### config.mk
export PLATFORM = sky130hd
export DESIGN_NAME = png_chunk_stream_parser
export DESIGN_NICKNAME = d
export VERILOG_FILES = /design/src/rtl/pngp_pkg.sv /design/src/rtl/png_chunk_stream_parser.sv
export SDC_FILE = /design/constraint.sdc
export NUM_CORES = 1
export LEC_CHECK = 0
export ABC_AREA = 0
export ABC_CLOCK_PERIOD_IN_PS = 17400
export BUFFER_PORTS_ARGS = -buffer_cell sky130_fd_sc_hd__buf_2
export CAP_MARGIN = 20
export CORE_MARGIN = 2
export CORE_UTILIZATION = 59
export DETAILED_ROUTE_END_ITERATION = 6
export GPL_TIMING_DRIVEN = 0
export PLACE_DENSITY = 0.8
export SKIP_CTS_REPAIR_TIMING = 1
export SLEW_MARGIN = 20
export SYNTH_ARGS = -nofsm -noshare
export SYNTH_HDL_FRONTEND = slang
export SYNTH_SLANG_ARGS = --single-unit
### constraint.sdc
create_clock -name i_clk -period 17.4 [get_ports i_clk]
set_clock_uncertainty 0.05 [all_clocks]
set_input_delay 3.48 -clock i_clk [delete_from_list [all_inputs] [get_ports i_clk]]
set_output_delay 3.48 -clock i_clk [all_outputs]
set_load 0.005 [all_outputs]
### src/rtl/pngp_pkg.sv
// ----------------------------------------------------------------------------
// pngp_pkg: shared types and constants for the PNG chunk stream parser
// Phase, result kind and status codes, the signature table, the byte-wide
// CRC-32 step and the image header check.
// ----------------------------------------------------------------------------
package pngp_pkg;

    typedef enum logic [2:0] {
        PH_SIG  = 3'd0,
        PH_LEN  = 3'd1,
        PH_TYPE = 3'd2,
        PH_DATA = 3'd3,
        PH_CRC  = 3'd4,
        PH_DONE = 3'd5,
        PH_ERR  = 3'd6
    } t_phase;

    typedef enum logic [1:0] {
        KIND_PAYLOAD = 2'd0,
        KIND_CHUNK   = 2'd1,
        KIND_ERROR   = 2'd2
    } t_kind;

    typedef enum logic [3:0] {
        ST_OK        = 4'd0,
        ST_SIGNATURE = 4'd1,
        ST_CRC       = 4'd2,
        ST_SHORT     = 4'd3,
        ST_ZERO_SIZE = 4'd4,
        ST_DEPTH     = 4'd5,
        ST_COLOR     = 4'd6,
        ST_PAIR      = 4'd7,
        ST_COMPRESS  = 4'd8,
        ST_FILTER    = 4'd9,
        ST_INTERLACE = 4'd10
    } t_status;

    // one result item
    typedef struct packed {
        t_kind       kind;
        logic [7:0]  payload_byte;
        logic [31:0] chunk_type;
        logic [31:0] chunk_length;
        t_status     status;
        logic        is_last_chunk;
        logic [31:0] img_width;
        logic [31:0] img_height;
        logic [7:0]  bit_depth;
        logic [7:0]  color_type;
        logic        interlaced;
    } t_result;

    localparam int          HdrLen   = 13;
    localparam logic [31:0] TypeIend = 32'h49454E44;
    localparam logic [31:0] CrcPoly  = 32'hEDB88320;

    // PNG file signature, one byte per position
    function automatic logic [7:0] sig_byte(input logic [2:0] pos);
        logic [7:0] v;
        case (pos)
            3'd0: v = 8'd137;
            3'd1: v = 8'd80;
            3'd2: v = 8'd78;
            3'd3: v = 8'd71;
            3'd4: v = 8'd13;
            3'd5: v = 8'd10;
            3'd6: v = 8'd26;
            default: v = 8'd10;
        endcase
        return v;
    endfunction

    // reflected CRC-32, one byte
    function automatic logic [31:0] crc_byte(input logic [31:0] crc, input logic [7:0] b);
        logic [31:0] c;
        c = crc ^ {24'd0, b};
        for (int k = 0; k < 8; k++) begin
            c = c[0] ? ((c >> 1) ^ CrcPoly) : (c >> 1);
        end
        return c;
    endfunction

    // image header check; the first failing test wins
    function automatic t_status hdr_status(
        input logic        short_hdr,
        input logic [31:0] width,
        input logic [31:0] height,
        input logic [7:0]  depth,
        input logic [7:0]  color,
        input logic [7:0]  compress,
        input logic [7:0]  filter,
        input logic [7:0]  interlace
    );
        logic    depth_any;
        logic    color_any;
        logic    pair_ok;
        t_status st;
        depth_any = (depth == 8'd1) || (depth == 8'd2) || (depth == 8'd4) ||
                    (depth == 8'd8) || (depth == 8'd16);
        color_any = (color == 8'd0) || (color == 8'd2) || (color == 8'd3) ||
                    (color == 8'd4) || (color == 8'd6);
        if ((color == 8'd2) || (color == 8'd4) || (color == 8'd6)) begin
            pair_ok = (depth == 8'd8) || (depth == 8'd16);
        end else if (color == 8'd3) begin
            pair_ok = (depth <= 8'd8);
        end else begin
            pair_ok = 1'b1;
        end
        if (short_hdr) begin
            st = ST_SHORT;
        end else if ((width == 32'd0) || (height == 32'd0)) begin
            st = ST_ZERO_SIZE;
        end else if (!depth_any) begin
            st = ST_DEPTH;
        end else if (!color_any) begin
            st = ST_COLOR;
        end else if (!pair_ok) begin
            st = ST_PAIR;
        end else if (compress != 8'd0) begin
            st = ST_COMPRESS;
        end else if (filter != 8'd0) begin
            st = ST_FILTER;
        end else if (interlace > 8'd1) begin
            st = ST_INTERLACE;
        end else begin
            st = ST_OK;
        end
        return st;
    endfunction

endpackage

### src/rtl/png_chunk_stream_parser.sv
// ----------------------------------------------------------------------------
// png_chunk_stream_parser: byte-serial PNG container walker
// Checks the signature, walks the chunks, emits chunk data bytes, checks
// the CRC-32 of every chunk and validates the first chunk as image header.
// ----------------------------------------------------------------------------
// Usage:
//   Input channel: one file byte per transfer (i_stream_byte), with
//   i_start_of_file high on the first byte of a file to restart parsing.
//   Output channel: at most one result per input byte: a payload byte for
//   every chunk data byte, a chunk-finished record after each good CRC
//   (header fields on the first chunk, last flag on IEND) or one error
//   record, after which bytes are dropped until the next start of file.
//   Latency: a result is valid in the cycle after its byte is accepted.
//   Throughput: one byte per cycle while o_stall is low; the per-byte CRC
//   step, the field counter updates and the header check are combinational.
//   The output register holds a result while i_stall is high; o_stall
//   rises only while that register is full and stalled, so bytes that
//   make no result and bytes after a taken result flow on.
//   Reset: synchronous, active low; the parser waits for a signature and
//   the output register is emptied. Header byte storage is not cleared.
// ----------------------------------------------------------------------------
module png_chunk_stream_parser (
    input  logic        i_clk,
    input  logic        i_rst_n,
    input  logic        i_valid,
    output logic        o_stall,
    input  logic [7:0]  i_stream_byte,
    input  logic        i_start_of_file,
    output logic        o_valid,
    input  logic        i_stall,
    output logic [1:0]  o_kind,
    output logic [7:0]  o_payload_byte,
    output logic [31:0] o_chunk_type,
    output logic [31:0] o_chunk_length,
    output logic [3:0]  o_status,
    output logic        o_is_last_chunk,
    output logic [31:0] o_img_width,
    output logic [31:0] o_img_height,
    output logic [7:0]  o_bit_depth,
    output logic [7:0]  o_color_type,
    output logic        o_interlaced
);

    // parser state
    pngp_pkg::t_phase r_phase, n_phase;
    logic [2:0]       r_pos, n_pos;
    logic [31:0]      r_remain, n_remain;
    logic [31:0]      r_len, n_len;
    logic [31:0]      r_type, n_type;
    logic [31:0]      r_crc, n_crc;
    logic [31:0]      r_crc_rx, n_crc_rx;
    logic             r_first, n_first;
    logic [3:0]       r_hidx, n_hidx;
    logic [7:0]       r_hdr [pngp_pkg::HdrLen];
    logic             w_hdr_we;

    // output register
    logic               r_out_valid;
    pngp_pkg::t_result  r_out;
    pngp_pkg::t_result  w_res;
    logic               w_res_valid;

    logic               w_accept;
    pngp_pkg::t_phase   e_phase;
    logic [2:0]         e_pos;
    logic [31:0]        e_len;
    logic [31:0]        e_type;
    logic               e_first;
    logic [31:0]        w_crc_step;
    logic [31:0]        w_crc_full;
    logic               w_crc_bad;
    logic               w_sig_bad;
    pngp_pkg::t_status  w_hdr_st;
    logic               w_last_pos;

    assign o_stall  = r_out_valid & i_stall;
    assign w_accept = i_valid & ~o_stall;

    // state as seen by this byte: start of file restarts the parser
    assign e_phase = i_start_of_file ? pngp_pkg::PH_SIG : r_phase;
    assign e_pos   = i_start_of_file ? 3'd0 : r_pos;
    assign e_len   = i_start_of_file ? 32'd0 : r_len;
    assign e_type  = i_start_of_file ? 32'd0 : r_type;
    assign e_first = i_start_of_file ? 1'b1 : r_first;

    // shared per-byte terms
    assign w_crc_step = pngp_pkg::crc_byte(r_crc, i_stream_byte);
    assign w_crc_full = {r_crc_rx[23:0], i_stream_byte};
    assign w_crc_bad  = (w_crc_full != ~r_crc);
    assign w_sig_bad  = (i_stream_byte != pngp_pkg::sig_byte(e_pos));
    assign w_last_pos = (e_pos == 3'd3);
    assign w_hdr_st   = pngp_pkg::hdr_status(
        (r_len < 32'(pngp_pkg::HdrLen)),
        {r_hdr[0], r_hdr[1], r_hdr[2], r_hdr[3]},
        {r_hdr[4], r_hdr[5], r_hdr[6], r_hdr[7]},
        r_hdr[8], r_hdr[9], r_hdr[10], r_hdr[11], r_hdr[12]);

    // next state
    always_comb begin
        n_phase  = e_phase;
        n_pos    = e_pos;
        n_remain = r_remain;
        n_len    = e_len;
        n_type   = e_type;
        n_crc    = r_crc;
        n_crc_rx = r_crc_rx;
        n_first  = e_first;
        n_hidx   = r_hidx;
        w_hdr_we = 1'b0;
        case (e_phase)
            pngp_pkg::PH_SIG: begin
                if (w_sig_bad) begin
                    n_phase = pngp_pkg::PH_ERR;
                end else if (e_pos == 3'd7) begin
                    n_pos   = 3'd0;
                    n_len   = 32'd0;
                    n_phase = pngp_pkg::PH_LEN;
                end else begin
                    n_pos = e_pos + 3'd1;
                end
            end
            pngp_pkg::PH_LEN: begin
                if (e_pos == 3'd0) begin
                    n_len  = {24'd0, i_stream_byte};
                    n_type = 32'd0;
                end else begin
                    n_len = {e_len[23:0], i_stream_byte};
                end
                if (w_last_pos) begin
                    n_pos   = 3'd0;
                    n_crc   = '1;
                    n_phase = pngp_pkg::PH_TYPE;
                end else begin
                    n_pos = e_pos + 3'd1;
                end
            end
            pngp_pkg::PH_TYPE: begin
                n_type = {e_type[23:0], i_stream_byte};
                n_crc  = w_crc_step;
                if (w_last_pos) begin
                    n_pos    = 3'd0;
                    n_remain = e_len;
                    n_crc_rx = 32'd0;
                    n_hidx   = 4'd0;
                    n_phase  = (e_len == 32'd0) ? pngp_pkg::PH_CRC : pngp_pkg::PH_DATA;
                end else begin
                    n_pos = e_pos + 3'd1;
                end
            end
            pngp_pkg::PH_DATA: begin
                // capture the first header bytes of the first chunk
                if (r_hidx < 4'(pngp_pkg::HdrLen)) begin
                    w_hdr_we = e_first;
                    n_hidx   = r_hidx + 4'd1;
                end
                n_crc    = w_crc_step;
                n_remain = r_remain - 32'd1;
                if (r_remain == 32'd1) begin
                    n_crc_rx = 32'd0;
                    n_phase  = pngp_pkg::PH_CRC;
                end
            end
            pngp_pkg::PH_CRC: begin
                n_crc_rx = w_crc_full;
                if (w_last_pos) begin
                    n_pos = 3'd0;
                    if (w_crc_bad) begin
                        n_phase = pngp_pkg::PH_ERR;
                    end else if (e_first && (w_hdr_st != pngp_pkg::ST_OK)) begin
                        n_phase = pngp_pkg::PH_ERR;
                    end else begin
                        n_first = 1'b0;
                        n_phase = (e_type == pngp_pkg::TypeIend) ?
                                  pngp_pkg::PH_DONE : pngp_pkg::PH_LEN;
                    end
                end else begin
                    n_pos = e_pos + 3'd1;
                end
            end
            default: begin
            end
        endcase
    end

    // result for this byte
    always_comb begin
        w_res_valid        = 1'b0;
        w_res              = '0;
        w_res.kind         = pngp_pkg::KIND_PAYLOAD;
        w_res.status       = pngp_pkg::ST_OK;
        w_res.chunk_type   = e_type;
        w_res.chunk_length = e_len;
        case (e_phase)
            pngp_pkg::PH_SIG: begin
                if (w_sig_bad) begin
                    w_res_valid  = 1'b1;
                    w_res.kind   = pngp_pkg::KIND_ERROR;
                    w_res.status = pngp_pkg::ST_SIGNATURE;
                end
            end
            pngp_pkg::PH_DATA: begin
                w_res_valid        = 1'b1;
                w_res.payload_byte = i_stream_byte;
            end
            pngp_pkg::PH_CRC: begin
                if (w_last_pos) begin
                    w_res_valid = 1'b1;
                    if (w_crc_bad) begin
                        w_res.kind   = pngp_pkg::KIND_ERROR;
                        w_res.status = pngp_pkg::ST_CRC;
                    end else if (e_first && (w_hdr_st != pngp_pkg::ST_OK)) begin
                        w_res.kind   = pngp_pkg::KIND_ERROR;
                        w_res.status = w_hdr_st;
                    end else begin
                        w_res.kind          = pngp_pkg::KIND_CHUNK;
                        w_res.is_last_chunk = (e_type == pngp_pkg::TypeIend);
                        if (e_first) begin
                            w_res.img_width  = {r_hdr[0], r_hdr[1], r_hdr[2], r_hdr[3]};
                            w_res.img_height = {r_hdr[4], r_hdr[5], r_hdr[6], r_hdr[7]};
                            w_res.bit_depth  = r_hdr[8];
                            w_res.color_type = r_hdr[9];
                            w_res.interlaced = r_hdr[12][0];
                        end
                    end
                end
            end
            default: begin
            end
        endcase
    end

    // control state
    always_ff @(posedge i_clk) begin
        if (!i_rst_n) begin
            r_phase <= pngp_pkg::PH_SIG;
            r_pos   <= 3'd0;
            r_len   <= 32'd0;
            r_type  <= 32'd0;
            r_first <= 1'b1;
        end else if (w_accept) begin
            r_phase <= n_phase;
            r_pos   <= n_pos;
            r_len   <= n_len;
            r_type  <= n_type;
            r_first <= n_first;
        end
    end

    // datapath state
    always_ff @(posedge i_clk) begin
        if (w_accept) begin
            r_remain <= n_remain;
            r_crc    <= n_crc;
            r_crc_rx <= n_crc_rx;
            r_hidx   <= n_hidx;
            if (w_hdr_we) begin
                r_hdr[r_hidx] <= i_stream_byte;
            end
        end
    end

    // output register: load on a new result, drop after a transfer
    always_ff @(posedge i_clk) begin
        if (!i_rst_n) begin
            r_out_valid <= 1'b0;
        end else if (w_accept && w_res_valid) begin
            r_out_valid <= 1'b1;
        end else if (!i_stall) begin
            r_out_valid <= 1'b0;
        end
    end

    always_ff @(posedge i_clk) begin
        if (w_accept && w_res_valid) begin
            r_out <= w_res;
        end
    end

    assign o_valid         = r_out_valid;
    assign o_kind          = r_out.kind;
    assign o_payload_byte  = r_out.payload_byte;
    assign o_chunk_type    = r_out.chunk_type;
    assign o_chunk_length  = r_out.chunk_length;
    assign o_status        = r_out.status;
    assign o_is_last_chunk = r_out.is_last_chunk;
    assign o_img_width     = r_out.img_width;
    assign o_img_height    = r_out.img_height;
    assign o_bit_depth     = r_out.bit_depth;
    assign o_color_type    = r_out.color_type;
    assign o_interlaced    = r_out.interlaced;

    // a data byte always turns into a payload result
    a_data_payload: assert property (@(posedge i_clk) disable iff (!i_rst_n)
        (w_accept && !i_start_of_file && (r_phase == pngp_pkg::PH_DATA))
        |=> (o_valid && (o_kind == pngp_pkg::KIND_PAYLOAD)))
        else $error("data byte did not produce a payload result");

    // an error result parks the parser
    a_error_parks: assert property (@(posedge i_clk) disable iff (!i_rst_n)
        (w_accept && w_res_valid && (w_res.kind == pngp_pkg::KIND_ERROR))
        |=> (r_phase == pngp_pkg::PH_ERR))
        else $error("parser not parked after error");

    // last flag only on a good chunk record
    a_last_good: assert property (@(posedge i_clk) disable iff (!i_rst_n)
        (o_valid && o_is_last_chunk)
        |-> ((o_kind == pngp_pkg::KIND_CHUNK) && (o_status == pngp_pkg::ST_OK)))
        else $error("last chunk flag on a bad record");

    // field byte counter stays within a 4-byte field while walking chunks;
    // a signature error parks with the signature position as it was
    a_pos_range: assert property (@(posedge i_clk) disable iff (!i_rst_n)
        ((r_phase != pngp_pkg::PH_SIG) && (r_phase != pngp_pkg::PH_ERR))
        |-> (r_pos < 3'd4))
        else $error("field byte counter out of range");

endmodule
==> impl_metrics.toml, run 1 <==
[critical_path]
rrSetupSlack_ps = 12840
crit_slowest_cell = "nand2_1"
cp-start-kind = "input pin"
crit_required_ps = 13870
cp_max_fo = 4
rr_worst_depth = 13
critical_path.max_stage_delay_ps = 160
worstSetupPathType = "in2out"
crit_chain = "buf_2, nand2_1, inv_1, buf_2"
worst-path-buf-inv = 3
reg2reg_from = "r_pos[0]$_SDFFE_PN0P_"
r2r_end = "o_img_height[18]$_SDFFCE_PP0P_"
path_common_cell = "buf_2"
cp_top_family = "buffers and inverters"
cp_num_cells = 4
critPathArrivalTime_ps = 4000
endpoint_kind = "primary output"

[die]
num_io_pins = 175
die_w_um = 179
start_util_pct = 59.5
die_area_mm2 = 0.0320
row_count = 64
fp.dieH_um = 179
coreArea_mm2 = 0.0303

[place]
pre_cts_ws_ps = 9680
gp_congestion = 0.914
io_buffers = 172
dp_hpwl_um = 27700

[route]
drtPass1Iterations = 5
top_layer = "met4"
post_drt_wl_per_cell_um = 20.2
drtIter0Drc = 1191
num_vias = 12112
met3_wirelength_um = 3100
final_antenna_net_count = 0
totalWireLength_um = 41200
wl_met2_um = 19800
viasPerCell = 5.95
met1_length_um = 16900
drc = 0

[sta]
rsz0062_at_grt = "false"
period_share_pct = 43.2
finalHoldViolCount = 0
max-slew-margin-rel_pct = 28.1
setup_viol = 0
tns_ps = 0
fin_crit_ps = 7530
maxSlewViolCount = 0
fmax_mhz = 133
tightest_slew_ps = 1070
setup_ws_ps = 9870

[final_layout]
nFillCells = 2003
nets = 1636
syn_to_final_growth_pct = 16.6
insertedDiodeCount = 0
final_cell_mix = "edfxtp_1, buf_2, and3_1"
layout_commonest_cell = "edfxtp_1"
layout-drive-gt1-share_pct = 18.0

[global_routing]
grt_usage_pct = 25.8
antenna_found_initial = 0
grt-ovfl-total = 0
grt_pass1_wl_um = 63600
first_global_vias = 11816
grt_max_degree = 29

[clock_tree]
clock-root-buffer = "clkbuf_16"
cts_tree = "done"
h-tree-depth = 2
clkSlewWorstSetupHoldPaths_ps = 60
cts_sinks = 428
clock_latency_ps = 550
clockBufferDepth = 3
cts_buffers = 42

[yosys]
synth_area_mm2 = 0.0181
synth_top_area_share_pct = 59.2
synth_ff_type = "edfxtp_1"
synth_cell_types = 71
netlist_instances = 1373
yosys.area.top_type = "edfxtp_1"
synth_edf_count = 356
seq_area_frac_synth_pct = 67.2
async_flop_share_pct = 0
ys_seq_elements = 428
synth_warnings = 0
synth.avg_cell_area_um2 = 13.2
synthTopCellsByArea = "edfxtp_1, dfxtp_1, xnor2_1"

[power]
power_leakage_nw = 7.68
vdd_ir_drop_max_mv = 0.0582
total_power_w = 0.00218
power_density_mw_per_mm2 = 103

[hold_path]
hold_path_depth = 2
hold-path-endpoint = "r_type[30]$_SDFFE_PN0P_"
hp-start = "r_type[30]$_SDFFE_PN0P_"
hold_path_class = "reg2reg"

[status]
status = "finished clean"

[job]
drv_cap = 0
[synth_stat cells (all sizes together) (5+ instances only)]
cell type  number
or3            10
nand3           5
nor4           43
nand2          97
xor2           44
xnor2          86
nor3b           8
buf            25
o21ai          52
clkbuf         50
nor2           77
nand2b         13
ha             17
dfxtp          72
a211oi         10
a22oi          35
edfxtp        356
inv            21
a22o           26
nor2b          68
or4             9
nor3           28
a31oi          10
a21oi          38
and3          108
nand4          15
[layer usage]
| metal | global-route usage, % | vias to the layer above |
|---|---|---|
| li1 | - | 5562 |
| met1 | 34.6 | 5897 |
| met2 | 42.8 | 541 |
| met3 | 3.86 | 112 |
| met4 | 9.42 | 0 |
| met5 | 0 | - |
[tightest hold or removal path: stages, from the launching register on]
cell     delay [ps]
dfxtp_1         330
a22oi_1          70
nor2_1           80
[state kept, by name (all words and copies together) (netlist names)]
| signal | count |
|---|---|
| o_valid | 1 |
| o_chunk_type | 32 |
| o_is_last_chunk | 1 |
| r_first | 1 |
| r_len | 32 |
| o_img_width | 32 |
| o_kind | 2 |
| o_img_height | 32 |
| o_status | 4 |
| o_color_type | 8 |
| r_phase | 3 |
| o_chunk_length | 32 |
| o_payload_byte | 8 |
| o_bit_depth | 8 |
| r_crc_rx | 24 |
| r_pos | 3 |
| o_interlaced | 1 |
| r_type | 32 |
| r_hidx | 4 |
| r_hdr | 104 |
| r_remain | 32 |
| r_crc | 32 |
[kinds of logic (layout without fill, tap and decap cells)]
family                     count (synthesis)  count (layout)  share of synthesized area, %
other                                      1               8                        0.0208
muxes                                      4               4                         0.222
buffers and inverters                     96             354                          2.21
and+or+nand+nor                          494             494                          15.1
xor gates and xnor gates                 130             130                          6.34
AOI/OAI and AO/OA                        203             203                          7.75
adders and majority gates                 17              17                          1.18
DFF                                      428             428                          67.2
[stage by stage]
stage               utilization (%)  hold WS, ps  cell area, um2  instances
global placement               64.1          421           19400       1948
finish                         69.4          454           21100       2034
CTS                            69.4          450           21100       2034
detailed placement             65.1          432           19700       1958
global route                   69.4          478           21100       2034
floorplan                         -          407           18100       1380
[where the power goes]
group	switching [W]	internal (W)	leakage, nW
Sequential	0.0000115	0.00114	3.90
Combinational	0.0000934	0.0000615	3.14
Clock	0.000382	0.000488	0.641
[worst max-delay path by stage]
stage / from / to / slack, ps
6_report: i_stall / o_stall / 9870
5_1_grt: i_stall / o_stall / 9850
4_1_cts: i_stall / o_stall / 9880
3_5_place_dp: i_start_of_file / o_img_height[18]$_SDFFCE_PP0P_ / 9680
3_3_place_gp: i_start_of_file / o_img_height[16]$_SDFFCE_PP0P_ / 330
2_1_floorplan: i_start_of_file / o_bit_depth[0]$_SDFFCE_PP0P_ / 3450
[area by class of cell]
cell class / count / area (um2) / area share [%]
clock inverter: 22 / 200 / 0.951
timing repair buffer: 182 / 1120 / 5.34
buffer: 75 / 318 / 1.51
multi-input combinational: 856 / 5590 / 26.6
sequential: 428 / 12100 / 57.6
inverter: 21 / 81.3 / 0.386
tap: 396 / 495 / 2.35
clock buffer: 54 / 1120 / 5.30
Power figures use the tool's default switching activity.
==> run 2, diff against run 1 <==
Settings changed: ABC_CLOCK_PERIOD_IN_PS 17400 to 7700.
Clock period 17.4 ns to 7.7 ns, I/O delays scaled along.
==> impl_metrics.toml, run 2 (synthesis results as in run 1) <==
[global_routing]
use_met3_pct = 3.86
use_met1_pct = 34.4
first_global_vias = 11694
grt_max_degree = 28
busiest_layer = "met2"
met2_usage_pct = 42.5
antenna_found_initial = 2
grt-ovfl-total = 0
grt_usage_pct = 25.6
grt_pass1_wl_um = 63000

[sta]
fmax_mhz = 189
tightest_slew_ps = 1070
max-slew-margin-rel_pct = 28.0
maxSlewViolCount = 0
period_share_pct = 68.6
setup_viol = 0
tns_ps = 0
finalHoldViolCount = 0
fin_crit_ps = 5280
holdWs_ps = 455
rsz0062_at_grt = "false"

[route]
drc = 0
drtIter0Drc = 1154
viasPerCell = 5.95
totalWireLength_um = 41000
final_antenna_net_count = 0
drtPass1Iterations = 6
num_vias = 12130
post_drt_wl_per_cell_um = 20.1

[die]
fp.dieH_um = 179
die_area_mm2 = 0.0320
row_count = 64
coreArea_mm2 = 0.0303
num_io_pins = 175
start_util_pct = 59.5
die_w_um = 179

[final_layout]
largest-register = "r_hdr"
nets = 1637
largest_reg_flops = 104
nFillCells = 2039
post-route-util_pct = 69.5
syn_to_final_growth_pct = 16.8
final_cell_mix = "edfxtp_1, buf_2, and3_1"
layout_commonest_cell = "edfxtp_1"
layout-drive-gt1-share_pct = 18.5

[critical_path]
crit_required_ps = 7970
cp_max_fo = 14
r2r_end = "o_chunk_type[18]$_DFFE_PP_"
critPathArrivalTime_ps = 5550
rrSetupSlack_ps = 3430
reg2reg_from = "r_pos[0]$_SDFFE_PN0P_"
crit_chain = "buf_2, buf_2, xor2_1, ha_1, nand4_1, or4_1, nor3_1, nor3b_2, buf_2, o21ai_1, a2111oi_2"
worstSetupPathType = "in2reg"
cp_top_family = "simple AND/OR/NAND/NOR gates"
crit_slowest_cell = "xor2_1"
path_common_cell = "buf_2"
worst-path-buf-inv = 3
cp-start-kind = "input pin"
rr_worst_depth = 13
critical_path.max_stage_delay_ps = 720
endpoint_kind = "register"

[power]
power_leakage_nw = 7.71
vdd_ir_drop_max_mv = 0.133
power_density_mw_per_mm2 = 233

[place]
dp_hpwl_um = 27900
gp_congestion = 0.915
io_buffers = 172

[status]
status = "finished clean"

[clock_tree]
clock-root-buffer = "clkbuf_16"
cts_buffers = 42
clockBufferDepth = 3
cts_tree = "done"
clock_latency_ps = 530
h-tree-depth = 2
clkSlewWorstSetupHoldPaths_ps = 60
cts_sinks = 428

[hold_path]
hold_path_depth = 1
hold-path-endpoint = "r_len[28]$_SDFFE_PN0P_"
hold_path_class = "reg2reg"
hp-start = "r_len[28]$_SDFFE_PN0P_"

[job]
drv_cap = 0
run 2: worst max path at each step:
stage / cells after the start / startpoint / slack (ps) / endpoint
floorplan: 11 / i_start_of_file / 1030 / o_bit_depth[0]$_SDFFCE_PP0P_
CTS: 11 / i_stream_byte[2] / 2450 / o_status[3]$_DFFE_PP_
global route: 11 / i_stream_byte[2] / 2260 / o_status[3]$_DFFE_PP_
detailed placement: 11 / i_stream_byte[2] / 1920 / o_status[3]$_DFFE_PP_
global placement: 12 / i_start_of_file / -350 / o_kind[1]$_DFFE_PP_
finish: 11 / i_stream_byte[2] / 2420 / o_status[3]$_DFFE_PP_
run 2: routing by layer:
| metal | wire (um) | up-vias |
|---|---|---|
| met2 | 20000 | 532 |
| met5 | 0 | - |
| met3 | 2990 | 106 |
| met1 | 16700 | 5910 |
| met4 | 1340 | 0 |
| li1 | - | 5582 |
run 2: power breakdown:
| part | leakage [nW] | internal [W] | switching (W) |
|---|---|---|---|
| Sequential | 3.90 | 0.00258 | 0.0000257 |
| Clock | 0.648 | 0.00111 | 0.000842 |
| Combinational | 3.16 | 0.000142 | 0.000215 |
| Total | 7.71 | 0.00383 | 0.00108 |
run 2: worst reg2reg max path: stages, from the launching register on:
cell	delay [ps]
dfxtp_1	410
nand2b_1	160
inv_1	150
ha_1	250
ha_1	220
clkbuf_1	390
inv_1	130
a21oi_1	140
o221ai_1	220
o31ai_2	860
a31oi_4	380
buf_16	280
buf_16	180
buf_16	180
run 2: final cells by class:
cell class / count / area, um2 / area share (%)
sequential: 428 / 12100 / 57.5
multi-input combinational: 856 / 5600 / 26.5
clock buffer: 53 / 1170 / 5.53
timing repair buffer: 183 / 1150 / 5.44
tap: 396 / 495 / 2.35
buffer: 75 / 318 / 1.51
clock inverter: 24 / 156 / 0.741
inverter: 21 / 81.3 / 0.385
antenna: 2 / 5.00 / 0.0237
run 2: stage by stage:
stage	worst slack (ps)	instance area (um2)	total power, W	instances
finish	2420	21100	0.00491	2038
floorplan	1030	18100	0.00285	1380
CTS	2450	21100	0.00493	2036
global route	2260	21100	0.00505	2037
detailed placement	1920	19800	0.00300	1959
global placement	-346	19500	0.00298	1948
==> run 3, diff against run 2 <==
Settings changed: ABC_CLOCK_PERIOD_IN_PS 7700 to 4900.
Clock period 7.7 ns to 4.9 ns, I/O delays scaled along.
==> impl_metrics.toml, run 3 (synthesis results as in run 1) <==
[power]
power_leakage_nw = 7.75
vdd_ir_drop_max_mv = 0.279
power_density_mw_per_mm2 = 365

[status]
status = "complete, but fails checks"
violations = "DRC"

[clock_tree]
h-tree-depth = 2
cts_sinks = 428
clock-root-buffer = "clkbuf_16"
cts_tree = "done"
clkSlewWorstSetupHoldPaths_ps = 60
clock_latency_ps = 540
clockBufferDepth = 3
cts_buffers = 41

[die]
row_count = 64
start_util_pct = 59.5
die_w_um = 179
die_area_mm2 = 0.0320
num_io_pins = 175
fp.dieH_um = 179
coreArea_mm2 = 0.0303

[place]
io_buffers = 172
placement.cell_area_mm2 = 0.0199
dp_hpwl_um = 28000
dp_cells = 1959
gp_congestion = 0.895

[critical_path]
worstSetupPathType = "in2reg"
cp-startpoint = "i_stream_byte[2]"
rrSetupSlack_ps = 1000
path_common_cell = "buf_2"
critical_path.max_stage_delay_ps = 550
endpoint_kind = "register"
cp-start-kind = "input pin"
critPathArrivalTime_ps = 4710
crit_chain = "buf_2, buf_2, xor2_2, ha_1, nand4_1, or4_1, nor3_1, nor3b_2, buf_2, o21ai_1, a2111oi_2"
worst-path-buf-inv = 3
reg2reg_from = "r_crc[0]$_SDFFCE_PP1P_"
crit_slowest_cell = "or4_1"
cp_max_fo = 14
crit_required_ps = 5150
cp_top_family = "simple AND/OR/NAND/NOR gates"

[global_routing]
grt_usage_pct = 25.8
antenna_found_initial = 0
grt_max_degree = 28
grt-ovfl-total = 0
grt_pass1_wl_um = 63500
first_global_vias = 11584

[final_layout]
largest-register = "r_hdr"
final_design_area_no_fill_mm2 = 0.0213
layout-drive-gt1-share_pct = 19.4
nets = 1637
layout_commonest_cell = "edfxtp_1"
insertedDiodeCount = 0
largest_reg_flops = 104
fin_cells = 2035
syn_to_final_growth_pct = 17.7
final_cell_mix = "edfxtp_1, buf_2, and3_1"

[sta]
fmax_mhz = 224
finalHoldViolCount = 0
fin_crit_ps = 4460
tightest_slew_ps = 840
setup_viol = 0
maxSlewViolCount = 0
rsz0062_at_grt = "false"
max-slew-margin-rel_pct = 43.6
period_share_pct = 91.0

[route]
totalWireLength_um = 41800
num_vias = 12155
drc = 4
final_antenna_net_count = 0
post_drt_wl_per_cell_um = 20.5
viasPerCell = 5.97
drtIter0Drc = 1259
drtPass1Iterations = 7

[hold_path]
hp-start = "r_type[30]$_SDFFE_PN0P_"
hold_path_class = "reg2reg"

[job]
drv_cap = 0
==> run 3: where the power goes <==
| group | leakage, nW | internal (W) | switching (W) |
|---|---|---|---|
| logic | 3.19 | 0.000225 | 0.000339 |
| registers | 3.90 | 0.00405 | 0.0000431 |
| clock network | 0.659 | 0.00178 | 0.00133 |
| total | 7.75 | 0.00605 | 0.00171 |
==> run 3: worst min-delay path, delay by kind of cell (launching register included) <==
family | cells | cell delay [ps]
DFF | 1 | 330
AOI/OAI and AO/OA | 1 | 70
and+or+nand+nor | 1 | 70
==> run 3: worst paths after layout <==
check / depth (start not counted) / to
worst max-delay path: 11 / o_status[3]$_DFFE_PP_
worst min-delay path: 2 / r_type[30]$_SDFFE_PN0P_
worst max register to register: 9 / o_status[3]$_DFFE_PP_
worst min register to register: 2 / r_type[30]$_SDFFE_PN0P_
==> run 3: stage by stage <==
| stage | hold WS (ps) | TNS (ps) | total power (W) | setup slack, ps | util, % |
|---|---|---|---|---|---|
| floorplan | 407 | -130950 | 0.00449 | -818 | - |
| global placement | 423 | -313300 | 0.00469 | -1930 | 64.6 |
| detailed placement | 439 | -6130 | 0.00473 | -342 | 65.6 |
| CTS | 456 | 0 | 0.00780 | 208 | 70.0 |
| global route | 492 | 0 | 0.00799 | 158 | 70.1 |
| finish | 452 | 0 | 0.00776 | 443 | 70.1 |
==> run 3: cell type report <==
cell class / count / area, um2
plain buffers: 75 / 338
flip-flops and latches: 428 / 12100
inverters: 21 / 86.3
fillers: 2009 / 9080
well taps: 396 / 495
repair buffers: 184 / 1130
clock buffers: 53 / 1150
multi-input cells: 856 / 5750
clock inverters: 22 / 186
==> run 3: routing by layer <==
layer | wire, um | track usage (%) | vias to the layer above
li1 | - | - | 5554
met1 | 17200 | 35.4 | 5937
met2 | 20400 | 43.4 | 593
met3 | 3120 | 3.10 | 71
met4 | 1030 | 7.62 | 0
met5 | 0 | 0 | -
